==> config.mk <==
export PLATFORM = sky130hd
export DESIGN_NAME = sector_cache_lru_directory_top
export DESIGN_NICKNAME = d
export VERILOG_FILES = /design/src/sv/scld_pkg.sv /design/src/sv/sector_cache_lru_directory_top.sv /design/src/sv/scld_queue.sv /design/src/sv/scld_front.sv /design/src/sv/scld_back.sv
export VERILOG_INCLUDE_DIRS = /design/src /design/src/sv
export SDC_FILE = /design/constraint.sdc
export NUM_CORES = 2
export LEC_CHECK = 0
export BUFFER_PORTS_ARGS = -buffer_cell sky130_fd_sc_hd__buf_4
export CELL_PAD_IN_SITES_DETAIL_PLACEMENT = 2
export CELL_PAD_IN_SITES_GLOBAL_PLACEMENT = 2
export CORE_MARGIN = 2
export CORE_UTILIZATION = 45
export CTS_CLUSTER_DIAMETER = 80
export CTS_CLUSTER_SIZE = 30
export DETAILED_ROUTE_END_ITERATION = 8
export HOLD_SLACK_MARGIN = 0.08
export PLACE_DENSITY_LB_ADDON = 0.3
export SLEW_MARGIN = 20
export SYNTH_ARGS = -nofsm -noshare
export SYNTH_HDL_FRONTEND = slang
export SYNTH_SLANG_ARGS = --single-unit
==> constraint.sdc <==
create_clock -name i_clk -period 6.7 [get_ports i_clk]
set_input_delay 1.005 -clock i_clk [delete_from_list [all_inputs] [get_ports i_clk]]
set_output_delay 1.005 -clock i_clk [all_outputs]
set_load 0.05 [all_outputs]
==> src/sv/sector_cache_lru_directory_top_defines.svh <==
// Assertion helpers used by the directory RTL.
`ifndef SECTOR_CACHE_LRU_DIRECTORY_TOP_DEFINES_SVH
`define SECTOR_CACHE_LRU_DIRECTORY_TOP_DEFINES_SVH

// Same-cycle implication, disabled while reset is asserted.
`define SCLD_ASSERT_IMP(lbl, clk, rstn, ante, cons, msg) \
    lbl: assert property (@(posedge clk) disable iff (!rstn) (ante) |-> (cons)) \
        else $error(msg);

// Next-cycle implication, disabled while reset is asserted.
`define SCLD_ASSERT_NXT(lbl, clk, rstn, ante, cons, msg) \
    lbl: assert property (@(posedge clk) disable iff (!rstn) (ante) |=> (cons)) \
        else $error(msg);

`endif

==> src/sv/scld_pkg.sv <==
`timescale 1ns / 1ps
// ----------------------------------------------------------------------------
// scld_pkg
// Shared types and constants of the sector cache LRU directory.
// ----------------------------------------------------------------------------
package scld_pkg;

    localparam int SCLD_ENTRIES     = 64;
    localparam int SCLD_SECTOR_BITS = 32;

    localparam logic [1:0] CMD_READ  = 2'd0;
    localparam logic [1:0] CMD_WRITE = 2'd1;
    localparam logic [1:0] CMD_FLUSH = 2'd2;

    typedef enum logic [1:0] {
        OP_READ,
        OP_WRITE,
        OP_FLUSH
    } t_op;

    typedef struct packed {
        logic valid;
        t_op  op;
    } t_req;

    typedef enum logic [2:0] {
        ST_IDLE,
        ST_SCAN,
        ST_VICTIM,
        ST_RESULT,
        ST_FLUSH_RD,
        ST_FLUSH_CHK,
        ST_FLUSH_NONE
    } t_state;

endpackage

==> src/sv/sector_cache_lru_directory_top.sv <==
`timescale 1ns / 1ps
// ----------------------------------------------------------------------------
// sector_cache_lru_directory_top
// Directory and true-LRU replacement of a fully associative write-back
// sector cache.
// ----------------------------------------------------------------------------
// Usage:
//   Requests enter through a queue port: a word {cmd, sector} is taken when
//   i_push is high and o_full is low. Results leave through a queue port:
//   the oldest result sits on the o_ ports while o_empty is low and is taken
//   when i_pop is high. A two-entry queue on each side decouples the engine.
//   Read/write: one result, after a tag scan of one slot per cycle through
//   the single tag RAM read port.
//   Flush: the recency order is rotated once, each slot read and then
//   checked, one result per dirty slot oldest first, or one empty result
//   with last set when nothing is dirty.
//   Unused command codes are dropped without a result.
//   Reset clears all valid and dirty bits and sets the recency order to
//   slot number order; no clearing pass is needed.
//   When the receiver stops popping, the result queue fills, the engine
//   holds its result, and the request queue then raises o_full.
// ----------------------------------------------------------------------------
module sector_cache_lru_directory_top import scld_pkg::*; #(
    parameter int ENTRIES     = SCLD_ENTRIES,
    parameter int SECTOR_BITS = SCLD_SECTOR_BITS,
    localparam int SW         = $clog2(ENTRIES)
) (
    input  logic                   i_clk,
    input  logic                   i_rst_n,
    input  logic                   i_push,
    input  logic [1:0]             i_cmd,
    input  logic [SECTOR_BITS-1:0] i_sector,
    output logic                   o_full,
    input  logic                   i_pop,
    output logic                   o_empty,
    output logic [SW-1:0]          o_slot,
    output logic                   o_hit,
    output logic                   o_fill_needed,
    output logic                   o_writeback,
    output logic [SECTOR_BITS-1:0] o_writeback_sector,
    output logic                   o_last
);
    localparam int RW = SW + SECTOR_BITS + 4;

    t_req                   req;
    logic [SECTOR_BITS-1:0] req_sector;
    logic                   req_ready;
    logic                   res_push;
    logic                   res_full;
    logic [SW-1:0]          res_slot;
    logic                   res_hit;
    logic                   res_fill;
    logic                   res_wb;
    logic [SECTOR_BITS-1:0] res_wsec;
    logic                   res_last;

    scld_front #(.SECTOR_BITS(SECTOR_BITS)) u_front (
        .i_clk       (i_clk),
        .i_rst_n     (i_rst_n),
        .i_push      (i_push),
        .i_cmd       (i_cmd),
        .i_sector    (i_sector),
        .o_full      (o_full),
        .o_req       (req),
        .o_sector    (req_sector),
        .i_req_ready (req_ready)
    );

    scld_back #(.ENTRIES(ENTRIES), .SECTOR_BITS(SECTOR_BITS)) u_back (
        .i_clk       (i_clk),
        .i_rst_n     (i_rst_n),
        .i_req       (req),
        .i_sector    (req_sector),
        .o_req_ready (req_ready),
        .o_res_push  (res_push),
        .i_res_full  (res_full),
        .o_res_slot  (res_slot),
        .o_res_hit   (res_hit),
        .o_res_fill  (res_fill),
        .o_res_wb    (res_wb),
        .o_res_wsec  (res_wsec),
        .o_res_last  (res_last)
    );

    scld_queue #(.W(RW)) u_res_queue (
        .i_clk   (i_clk),
        .i_rst_n (i_rst_n),
        .i_push  (res_push),
        .i_data  ({res_slot, res_hit, res_fill, res_wb, res_wsec, res_last}),
        .o_full  (res_full),
        .i_pop   (i_pop),
        .o_empty (o_empty),
        .o_data  ({o_slot, o_hit, o_fill_needed, o_writeback, o_writeback_sector, o_last})
    );
endmodule

==> src/sv/scld_queue.sv <==
`timescale 1ns / 1ps
// ----------------------------------------------------------------------------
// scld_queue
// Two-entry FIFO used on both sides of the directory engine.
// ----------------------------------------------------------------------------
module scld_queue #(
    parameter int W = 8
) (
    input  logic         i_clk,
    input  logic         i_rst_n,
    input  logic         i_push,
    input  logic [W-1:0] i_data,
    output logic         o_full,
    input  logic         i_pop,
    output logic         o_empty,
    output logic [W-1:0] o_data
);
    logic [W-1:0] r_mem [2];
    logic         r_wp;
    logic         r_rp;
    logic [1:0]   r_cnt;
    logic         push_ok;
    logic         pop_ok;

    assign o_full  = (r_cnt == 2'd2);
    assign o_empty = (r_cnt == 2'd0);
    assign push_ok = i_push && !o_full;
    assign pop_ok  = i_pop && !o_empty;
    assign o_data  = r_mem[r_rp];

    always_ff @(posedge i_clk) begin
        if (!i_rst_n) begin
            r_wp  <= 1'b0;
            r_rp  <= 1'b0;
            r_cnt <= 2'd0;
        end else begin
            if (push_ok) r_wp <= ~r_wp;
            if (pop_ok)  r_rp <= ~r_rp;
            r_cnt <= r_cnt + {1'b0, push_ok} - {1'b0, pop_ok};
        end
    end

    always_ff @(posedge i_clk) begin
        if (push_ok) r_mem[r_wp] <= i_data;
    end
endmodule

==> src/sv/scld_front.sv <==
`timescale 1ns / 1ps
// ----------------------------------------------------------------------------
// scld_front
// Request queue and command decode; unused command codes are dropped here.
// ----------------------------------------------------------------------------
module scld_front import scld_pkg::*; #(
    parameter int SECTOR_BITS = SCLD_SECTOR_BITS
) (
    input  logic                   i_clk,
    input  logic                   i_rst_n,
    input  logic                   i_push,
    input  logic [1:0]             i_cmd,
    input  logic [SECTOR_BITS-1:0] i_sector,
    output logic                   o_full,
    output t_req                   o_req,
    output logic [SECTOR_BITS-1:0] o_sector,
    input  logic                   i_req_ready
);
    logic [SECTOR_BITS+1:0] q_data;
    logic                   q_empty;
    logic                   q_pop;
    logic [1:0]             q_cmd;
    logic                   drop;

    scld_queue #(.W(SECTOR_BITS + 2)) u_queue (
        .i_clk   (i_clk),
        .i_rst_n (i_rst_n),
        .i_push  (i_push),
        .i_data  ({i_cmd, i_sector}),
        .o_full  (o_full),
        .i_pop   (q_pop),
        .o_empty (q_empty),
        .o_data  (q_data)
    );

    assign q_cmd    = q_data[SECTOR_BITS+1:SECTOR_BITS];
    assign o_sector = q_data[SECTOR_BITS-1:0];

    always_comb begin
        o_req.valid = 1'b0;
        o_req.op    = OP_READ;
        drop        = 1'b0;
        if (!q_empty) begin
            unique case (q_cmd)
                CMD_READ: begin
                    o_req.valid = 1'b1;
                    o_req.op    = OP_READ;
                end
                CMD_WRITE: begin
                    o_req.valid = 1'b1;
                    o_req.op    = OP_WRITE;
                end
                CMD_FLUSH: begin
                    o_req.valid = 1'b1;
                    o_req.op    = OP_FLUSH;
                end
                default: drop = 1'b1;
            endcase
        end
    end

    assign q_pop = drop || (o_req.valid && i_req_ready);
endmodule

==> src/sv/scld_back.sv <==
`timescale 1ns / 1ps
// ----------------------------------------------------------------------------
// scld_back
// Directory engine: tag scan, LRU promote, victim pick and dirty flush.
// ----------------------------------------------------------------------------
`include "sector_cache_lru_directory_top_defines.svh"

module scld_back import scld_pkg::*; #(
    parameter int ENTRIES     = SCLD_ENTRIES,
    parameter int SECTOR_BITS = SCLD_SECTOR_BITS,
    localparam int SW         = $clog2(ENTRIES)
) (
    input  logic                   i_clk,
    input  logic                   i_rst_n,
    input  t_req                   i_req,
    input  logic [SECTOR_BITS-1:0] i_sector,
    output logic                   o_req_ready,
    output logic                   o_res_push,
    input  logic                   i_res_full,
    output logic [SW-1:0]          o_res_slot,
    output logic                   o_res_hit,
    output logic                   o_res_fill,
    output logic                   o_res_wb,
    output logic [SECTOR_BITS-1:0] o_res_wsec,
    output logic                   o_res_last
);
    localparam int CW = SW + 1;

    t_state                 r_state;
    t_state                 n_state;
    logic [ENTRIES-1:0]     r_valid;
    logic [ENTRIES-1:0]     r_dirty;
    logic [SW-1:0]          r_order [ENTRIES];
    logic [SECTOR_BITS-1:0] r_tag   [ENTRIES];
    logic [SECTOR_BITS-1:0] r_tag_q;
    t_op                    r_op;
    logic [SECTOR_BITS-1:0] r_sector;
    logic [CW-1:0]          r_addr;
    logic [SW-1:0]          r_q_slot;
    logic                   r_q_v;
    logic [SW-1:0]          r_res_slot;
    logic                   r_res_hit;

    logic                   rd_en;
    logic [SW-1:0]          rd_addr;
    logic                   tag_we;
    logic                   tag_match;
    logic                   scan_end;
    logic [SW-1:0]          head;
    logic [ENTRIES-1:0]     vd;
    logic                   flush_hit;
    logic                   flush_last;
    logic [SW-1:0]          pos;
    logic [SW-1:0]          ppos;

    assign head       = r_order[0];
    assign vd         = r_valid & r_dirty;
    assign tag_match  = r_q_v && r_valid[r_q_slot] && (r_tag_q == r_sector);
    assign scan_end   = r_q_v && (r_q_slot == SW'(ENTRIES - 1));
    assign flush_hit  = vd[head];
    assign flush_last = ((vd & ~(ENTRIES'(1) << head)) == '0);
    assign tag_we     = (r_state == ST_RESULT) && !i_res_full && !r_res_hit;

    // recency position of the slot being promoted
    always_comb begin
        pos = '0;
        for (int i = 0; i < ENTRIES; i++) begin
            if (r_order[i] == r_res_slot) pos = pos | SW'(i);
        end
    end
    // a miss always takes the head: invalid slots never leave the front
    assign ppos = r_res_hit ? pos : '0;

    always_comb begin
        rd_en   = 1'b0;
        rd_addr = head;
        unique case (r_state)
            ST_SCAN: begin
                rd_en   = (r_addr < CW'(ENTRIES));
                rd_addr = r_addr[SW-1:0];
            end
            ST_VICTIM, ST_FLUSH_RD: rd_en = 1'b1;
            default: rd_en = 1'b0;
        endcase
    end

    always_comb begin
        n_state = r_state;
        unique case (r_state)
            ST_IDLE: begin
                if (i_req.valid) begin
                    if (i_req.op == OP_FLUSH)
                        n_state = (vd == '0) ? ST_FLUSH_NONE : ST_FLUSH_RD;
                    else
                        n_state = ST_SCAN;
                end
            end
            ST_SCAN: begin
                if (tag_match)     n_state = ST_RESULT;
                else if (scan_end) n_state = ST_VICTIM;
            end
            ST_VICTIM:   n_state = ST_RESULT;
            ST_RESULT:   if (!i_res_full) n_state = ST_IDLE;
            ST_FLUSH_RD: n_state = ST_FLUSH_CHK;
            ST_FLUSH_CHK: begin
                if (!(flush_hit && i_res_full))
                    n_state = (r_addr == CW'(ENTRIES - 1)) ? ST_IDLE : ST_FLUSH_RD;
            end
            ST_FLUSH_NONE: if (!i_res_full) n_state = ST_IDLE;
            default: n_state = ST_IDLE;
        endcase
    end

    always_comb begin
        o_req_ready = 1'b0;
        o_res_push  = 1'b0;
        o_res_slot  = '0;
        o_res_hit   = 1'b0;
        o_res_fill  = 1'b0;
        o_res_wb    = 1'b0;
        o_res_wsec  = '0;
        o_res_last  = 1'b0;
        unique case (r_state)
            ST_IDLE: o_req_ready = 1'b1;
            ST_RESULT: begin
                o_res_push = !i_res_full;
                o_res_slot = r_res_slot;
                o_res_hit  = r_res_hit;
                o_res_fill = !r_res_hit && (r_op == OP_READ);
                o_res_wb   = !r_res_hit && vd[r_res_slot];
                o_res_wsec = o_res_wb ? r_tag_q : '0;
                o_res_last = 1'b1;
            end
            ST_FLUSH_CHK: begin
                o_res_push = flush_hit && !i_res_full;
                o_res_slot = head;
                o_res_wb   = 1'b1;
                o_res_wsec = r_tag_q;
                o_res_last = flush_last;
            end
            ST_FLUSH_NONE: begin
                o_res_push = !i_res_full;
                o_res_last = 1'b1;
            end
            default: o_req_ready = 1'b0;
        endcase
    end

    always_ff @(posedge i_clk) begin
        if (!i_rst_n) begin
            r_state <= ST_IDLE;
            r_valid <= '0;
            r_dirty <= '0;
            r_addr  <= '0;
            r_q_v   <= 1'b0;
            for (int i = 0; i < ENTRIES; i++) r_order[i] <= SW'(i);
        end else begin
            r_state <= n_state;
            unique case (r_state)
                ST_IDLE: begin
                    r_addr <= '0;
                    r_q_v  <= 1'b0;
                    if (i_req.valid) begin
                        r_op     <= i_req.op;
                        r_sector <= i_sector;
                    end
                end
                ST_SCAN: begin
                    r_q_v    <= rd_en;
                    r_q_slot <= r_addr[SW-1:0];
                    if (rd_en) r_addr <= r_addr + CW'(1);
                    if (tag_match) begin
                        r_res_slot <= r_q_slot;
                        r_res_hit  <= 1'b1;
                    end else if (scan_end) begin
                        r_res_slot <= head;
                        r_res_hit  <= 1'b0;
                    end
                end
                ST_RESULT: begin
                    if (!i_res_full) begin
                        for (int i = 0; i < ENTRIES - 1; i++) begin
                            if (SW'(i) >= ppos) r_order[i] <= r_order[i+1];
                        end
                        r_order[ENTRIES-1]  <= r_res_slot;
                        r_valid[r_res_slot] <= 1'b1;
                        if (!r_res_hit)
                            r_dirty[r_res_slot] <= (r_op == OP_WRITE);
                        else if (r_op == OP_WRITE)
                            r_dirty[r_res_slot] <= 1'b1;
                    end
                end
                ST_FLUSH_CHK: begin
                    if (!(flush_hit && i_res_full)) begin
                        if (flush_hit) r_dirty[head] <= 1'b0;
                        // rotate; a full pass restores the recency order
                        for (int i = 0; i < ENTRIES - 1; i++) r_order[i] <= r_order[i+1];
                        r_order[ENTRIES-1] <= head;
                        r_addr <= r_addr + CW'(1);
                    end
                end
                default: r_q_v <= 1'b0;
            endcase
        end
    end

    always_ff @(posedge i_clk) begin
        if (tag_we) r_tag[r_res_slot] <= r_sector;
        if (rd_en)  r_tag_q <= r_tag[rd_addr];
    end

    `SCLD_ASSERT_IMP(a_hit_no_fill, i_clk, i_rst_n, o_res_push && o_res_hit, !o_res_fill && !o_res_wb, "hit result asks for fill or writeback")
    `SCLD_ASSERT_NXT(a_valid_sticky, i_clk, i_rst_n, 1'b1, (r_valid & $past(r_valid)) == $past(r_valid), "valid slot lost")
    `SCLD_ASSERT_IMP(a_flush_wb, i_clk, i_rst_n, o_res_push && (r_state == ST_FLUSH_CHK), o_res_wb && r_valid[o_res_slot], "flush result without valid writeback")
    `SCLD_ASSERT_IMP(a_push_room, i_clk, i_rst_n, o_res_push, !i_res_full, "result pushed into full queue")
endmodule
Word level (Yosys, flattened, before mapping). Memory sizes are Yosys's and may differ from the RTL's. A register that Yosys moved wholly into a read port is not among the register bits. Cells that the tools add are included.

$lt $le $gt $ge: 69. Shifts and indexed selects: 1. Add/sub/neg operators: 5. Equality and inequality tests: 99. Reduce and logical (&&, ||, !) cells: 40. Mux-type cells: 646. Bitwise gates (word level): 139.

Operator list (number): two-way mux 64 bit (25); two-way mux 6 bit (173); == test 6 bit (63); two-way mux 1 bit (364); AND 64 bit (3); two-way mux 32 bit (6); >= comparator 6 bit (first input constant) (31); logical NOT 64 bit (2); NOT 64 bit (2); bitwise OR 1 bit (128); bitwise OR 64 bit (2); one-hot mux 64 bit (2 select lines) (1); >= comparator 5 x 6 -> 1 bit (first input constant) (16); two-way mux 5 bit (16); two-way mux 3 bit (22); bitwise mux 64 bit (1); one-hot mux 32 bit (2 select lines) (1); left shift 1 x 6 -> 64 bit (first input constant) (1); two-way mux 7 bit (7); >= comparator 4 x 6 -> 1 bit (first input constant) (8); == test 32 bit (1); two-way mux 4 bit (8); >= comparator 3 x 6 -> 1 bit (first input constant) (4); less-than comparator 6 x 7 -> 1 bit (second input constant) (3); 40 further kinds (111).

Bits of input ports: 38. Memories kept: 4. Bits in writable memories: 2584. Word-level logic and storage cells: 1019. Register bits: 194. Output and inout bits: 44.

Memories: u_back.r_tag (depth 64, bits a word 32, read ports 1, clocked after Yosys merged registers in 1, write ports 1, line scld_back.sv:34) `logic [SECTOR_BITS-1:0] r_tag [ENTRIES];`; u_back.r_order (depth 64, bits a word 6, read ports 64, clocked after Yosys merged registers in 0, write ports 64, line scld_back.sv:33) `logic [SW-1:0] r_order [ENTRIES];`; u_res_queue.r_mem (depth 2, bits a word 42, read ports 1, clocked after Yosys merged registers in 1, write ports 1, line scld_queue.sv:18) `logic [W-1:0] r_mem [2];`; u_front.u_queue.r_mem (depth 2, bits a word 34, read ports 1, clocked after Yosys merged registers in 1, write ports 1, line scld_queue.sv:18).

Longest topological paths before layout. An unclocked memory read counts as a cell.

Word-level depth: 74. Gate-level depth with buffers: 15. Mapped depth without buffers: 11.

Cells and area by module. Synthesis repeated with hierarchy kept, for this count alone.

Cell total of the unflattened synthesis: 9505. Area, all modules: 119513.4 µm².

Modules (own cells, without submodules): scld_back (area an instance 113171.0 µm², times used 1, cells each 9209, seq. area each 78185.0 µm²); scld_queue at u_res_queue (area an instance 3470.8 µm², times used 1, cells each 158, seq. area each 2622.5 µm²); scld_queue at u_front.u_queue (area an instance 2842.7 µm², times used 1, cells each 133, seq. area each 2142.1 µm²); scld_front (area an instance 28.8 µm², times used 1, cells each 5, seq. area each 0.0 µm²).

Least setup slack after synthesis. OpenSTA, ideal clock, no wires.

Path type: input-to-reg. From: in i_rst_n. To: reg u_back.r_op[0], enable pin. Required time: 6.190 ns. Slack: 1.411 ns. Data arrival time: 4.778 ns. Stages on the path: 4. Library setup time: 0.510 ns. Buffers on the path: 2. Cell sequence: inv_1 clkbuf_1 clkbuf_1 nor4_1.

Word-level cells in the longest chain between the ends: 2. Elaborated cells between the ends (all ways): 3. Classes of those cells: eq/ne (2); reduce/logical (1).

RTL lines: start: declaration (line sector_cache_lru_directory_top.sv:29) `input logic i_rst_n,`; != test 2 x 1 -> 1 bit (no line); AND reduction 3 bit (no line) *; end signal: assignment (line scld_back.sv:164) `r_op <= i_req.op;`; end: declaration (line scld_back.sv:36) `t_op r_op;`.

Mark *: on every way between the ends. The rest lies on a longest branch, timed or not. A chain may end at the register's enable or synchronous reset.

Worst setup path in the final report.
From: reg u_back.r_state[0]. To: reg u_back.r_tag_q[25], read port of u_back.r_tag, data pin.

Word-level cells in the longest chain between the ends: 3. Elaborated cells between the ends (all ways): 6. Classes of those cells: eq/ne (3); mux (2); reduce/logical (1).

RTL lines: start: declaration (line scld_back.sv:29) `t_state r_state;`; start signal: assignment (line scld_back.sv:158) `r_state <= n_state;`; == test 3 x 2 -> 1 bit or == test 3 bit (tied branches) (line scld_back.sv:77) `unique case (r_state)`; OR reduction 2 bit (line scld_back.sv:77); one-hot mux 1 bit (2 select lines) (line scld_back.sv:77); end: declaration (line scld_back.sv:35) `logic [SECTOR_BITS-1:0] r_tag_q;`.

Several ways; a longest one is shown, not always the timed one.

==> metrics.txt <==
run status=finished, final reports clean; overall die area=270000 um2; maximum number of pins on one net before global-route repair=153; hpwl dp=301000 um; effective utilization at floorplan=45.2%; post-placement cell area=125000 um2; type of element launching the critical path=flip-flop; power density over the cells=324 nW/um2; maximum clock rate=176 MHz; area overhead of the layout relative to synthesis=8.95%; post-synth design cell area=120000 um2; endpoint kind of the worst setup timing path=flip-flop; RD Place Congestion=0.957; final max-slew violation count=0; worst min-delay path category=input port to flip-flop; total overflow reported by the global router=0; via-per-instance ratio=6.67; data required time at the worst endpoint=7.31 ns; buffers from clock root to sink, at most=4; normalized max-slew margin=16.7%; Synth cell types=90; count of nets after finishing=9497; RSZ-0062 raised after global routing=no; fin area=130000 um2; Overall Global Routing Usage=35.8%; post-layout power=42.2 mW; transition time at the pin with the least slew margin=1.24 ns; Clock Tree Root=clkbuf_16; count of flip-flops with a built-in enable after synthesis=2663; classification of the worst setup path=flip-flop to flip-flop; Synth async-reset ratio=0%; Arr. time, crit path=6.27 ns; total length of routed wires=496000 um; final setup violation count=0; crit-path max FO=69; area of the core region=265000 um2; die outline height=520 um; number of iterations in the first detailed-routing pass=6; Syn Nets=9652; global-route wire length before repair=699000 um; number of hold violations in the final report=0; post-route clock period utilization=84.6%; mean post-synth cell area=12.5 um2; post-cts gate resize count=0; initial antenna violation count=26; via count=87300; x dimension of the die=520 um; routed length on met3=40600 um; # clock sinks=2812; number of flip-flops and latches in the synthesized netlist=2812; share of post-route cells with drive strength above 1=9.41%; clock tree from TritonCTS=done; total number of placement rows=189; maximum vdd drop=348 uV; DR top layer=met5; sequential cell area fraction in the yosys report=69.3%; post-CTS clock slew at the launch and capture registers of the worst setup and hold paths=0.13 ns; final setup TNS=0 ns; vias in the first global route=92800; count of antenna-violating nets left after detailed routing=0; H-tree lvl count=4; initial detailed-routing violation count=11200; cts bufs inserted=148; max-cap violations=0; number of setup buffers added after CTS=0; flop2flop setup slack=1.03 ns; Yosys warning total=0; final non-filler cell total=13100; min Tclk post-route=5.67 ns; Met1 Wirelength=181000 um; Port Buffers=81; Setup Skew=0.0880 ns; most used flip-flop cell after synthesis=edfxtp_1; number of top-level pins=82; insertion delay to the later sink of the worst-skew pair=0.92 ns; DRC violation count after routing=0; total met2 wirelength after detailed routing=243000 um; number of hold buffers added after cts=0; average detailed-routed wire length per instance=37.9 um; cell count after synthesis=9609; cell total after placement=12800; Leak Pwr=42.8 nW
## path summary, 6_finish.rpt
| kind | startpoint | endpoint | depth (start not counted) |
|---|---|---|---|
| setup / recovery | u_back.r_state[0] | u_back.r_tag_q[25] | 9 |
| hold / removal | i_sector[30] | u_front.u_queue.r_mem[1][30] | 1 |
| setup reg to reg | u_back.r_state[0] | u_back.r_tag_q[25] | 9 |
| hold reg to reg | u_back.r_dirty[1] | u_back.r_dirty[1] | 2 |
## through the flow
stage                     worst slack, ns  util, %  hold slack (ns)
after floorplan                      1.41        -            0.452
final                                1.03     49.2            0.274
after global routing                0.887     49.2            0.272
after CTS                            1.07     49.2            0.252
after global placement               1.27     47.3            0.461
after detailed placement             1.14     47.3            0.474
## state kept, by name, indices dropped and copies added, names as in the netlist, 2 cells and up, named ones only
signal                 cells
u_back.r_addr              7
u_back.r_dirty            64
u_back.r_op                2
u_back.r_order           384
u_back.r_q_slot            6
u_back.r_res_slot          6
u_back.r_sector           32
u_back.r_state             3
u_back.r_tag            2048
u_back.r_tag_q            32
u_back.r_valid            64
u_front.u_queue.r_cnt      2
u_front.u_queue.r_mem     68
u_res_queue.r_cnt          2
u_res_queue.r_mem         84
## critical path, cell delays in order (launching register included)
cell,delay (ns)
dfxtp_1,0.67
or3b_2,0.72
mux2i_4,0.87
buf_12,0.39
buf_4,0.57
a311oi_1,0.20
a311oi_1,0.46
a211oi_1,0.12
a211oi_1,1.01
a21oi_1,0.20
## layout by cell type, fill, tap and decap left out, types with 101 or more instances in the layout
master        n
xnor2_1     321
nor2_1      217
edfxtp_1   2663
xor2_1      101
a21oi_1     301
nand2_1    2372
and2_1      160
o21ai_0     105
a31oi_1     222
and3_1      267
a211oi_1    109
clkbuf_16   151
nand2b_1    157
nand3_1     578
a311oi_1    397
buf_4       342
dfxtp_1     147
## cell families after synthesis
logic type	synth area share (%)
AOI/OAI and AO/OA	8.37
adders and majority gates	0.0523
xor gates and xnor gates	3.09
muxes	1.32
and+or+nand+nor	15.4
DFF	69.3
buffers and inverters	2.48
## routing by layer
layer  vias to the layer above  track usage, %
li1                      35000               -
met1                     45900            43.8
met2                      5062            60.5
met3                      1390            6.01
met4                         6            19.9
met5                         -               0
## synthesized netlist by cell type, types with 22 or more instances
master | count | area [um2]
edfxtp_1 | 2663 | 80000
nand2_1 | 2374 | 8910
nand3_1 | 578 | 2890
clkbuf_1 | 558 | 2090
a311oi_1 | 397 | 3480
xnor2_1 | 321 | 2810
a21oi_1 | 304 | 1520
nor2_1 | 286 | 1070
and3_1 | 269 | 1680
a31oi_1 | 222 | 1390
and2_1 | 162 | 1010
nand2b_1 | 157 | 982
dfxtp_1 | 149 | 2980
a211oi_1 | 119 | 893
o21ai_0 | 112 | 561
xor2_1 | 101 | 885
mux2_2 | 86 | 968
nand4_1 | 84 | 526
buf_1 | 51 | 191
nor4_1 | 46 | 288
o211ai_1 | 44 | 330
nor3_1 | 42 | 210
buf_2 | 38 | 190
nor2b_1 | 34 | 213
o22ai_1 | 30 | 188
a22oi_1 | 27 | 203
buf_6 | 23 | 259
o21a_1 | 23 | 173
buf_4 | 22 | 165
mux4_2 | 22 | 495
## power breakdown
group | internal [mW] | switching (mW) | leakage, nW
clock network | 4.74 | 6.49 | 2.39
logic | 2.39 | 7.61 | 15.3
registers | 20.4 | 0.561 | 25.1
## area by class of cell
cell class              count  area (um2)
diodes                      6        15.0
well taps                3533        4420
clock inverters            90        1100
repair buffers            387        3490
flip-flops and latches   2812       83000
inverters                  19        73.8
multi-input cells        6086       34600
clock buffers             161        3820
fillers                 25200      134000
(Power assumes the default switching activity.)
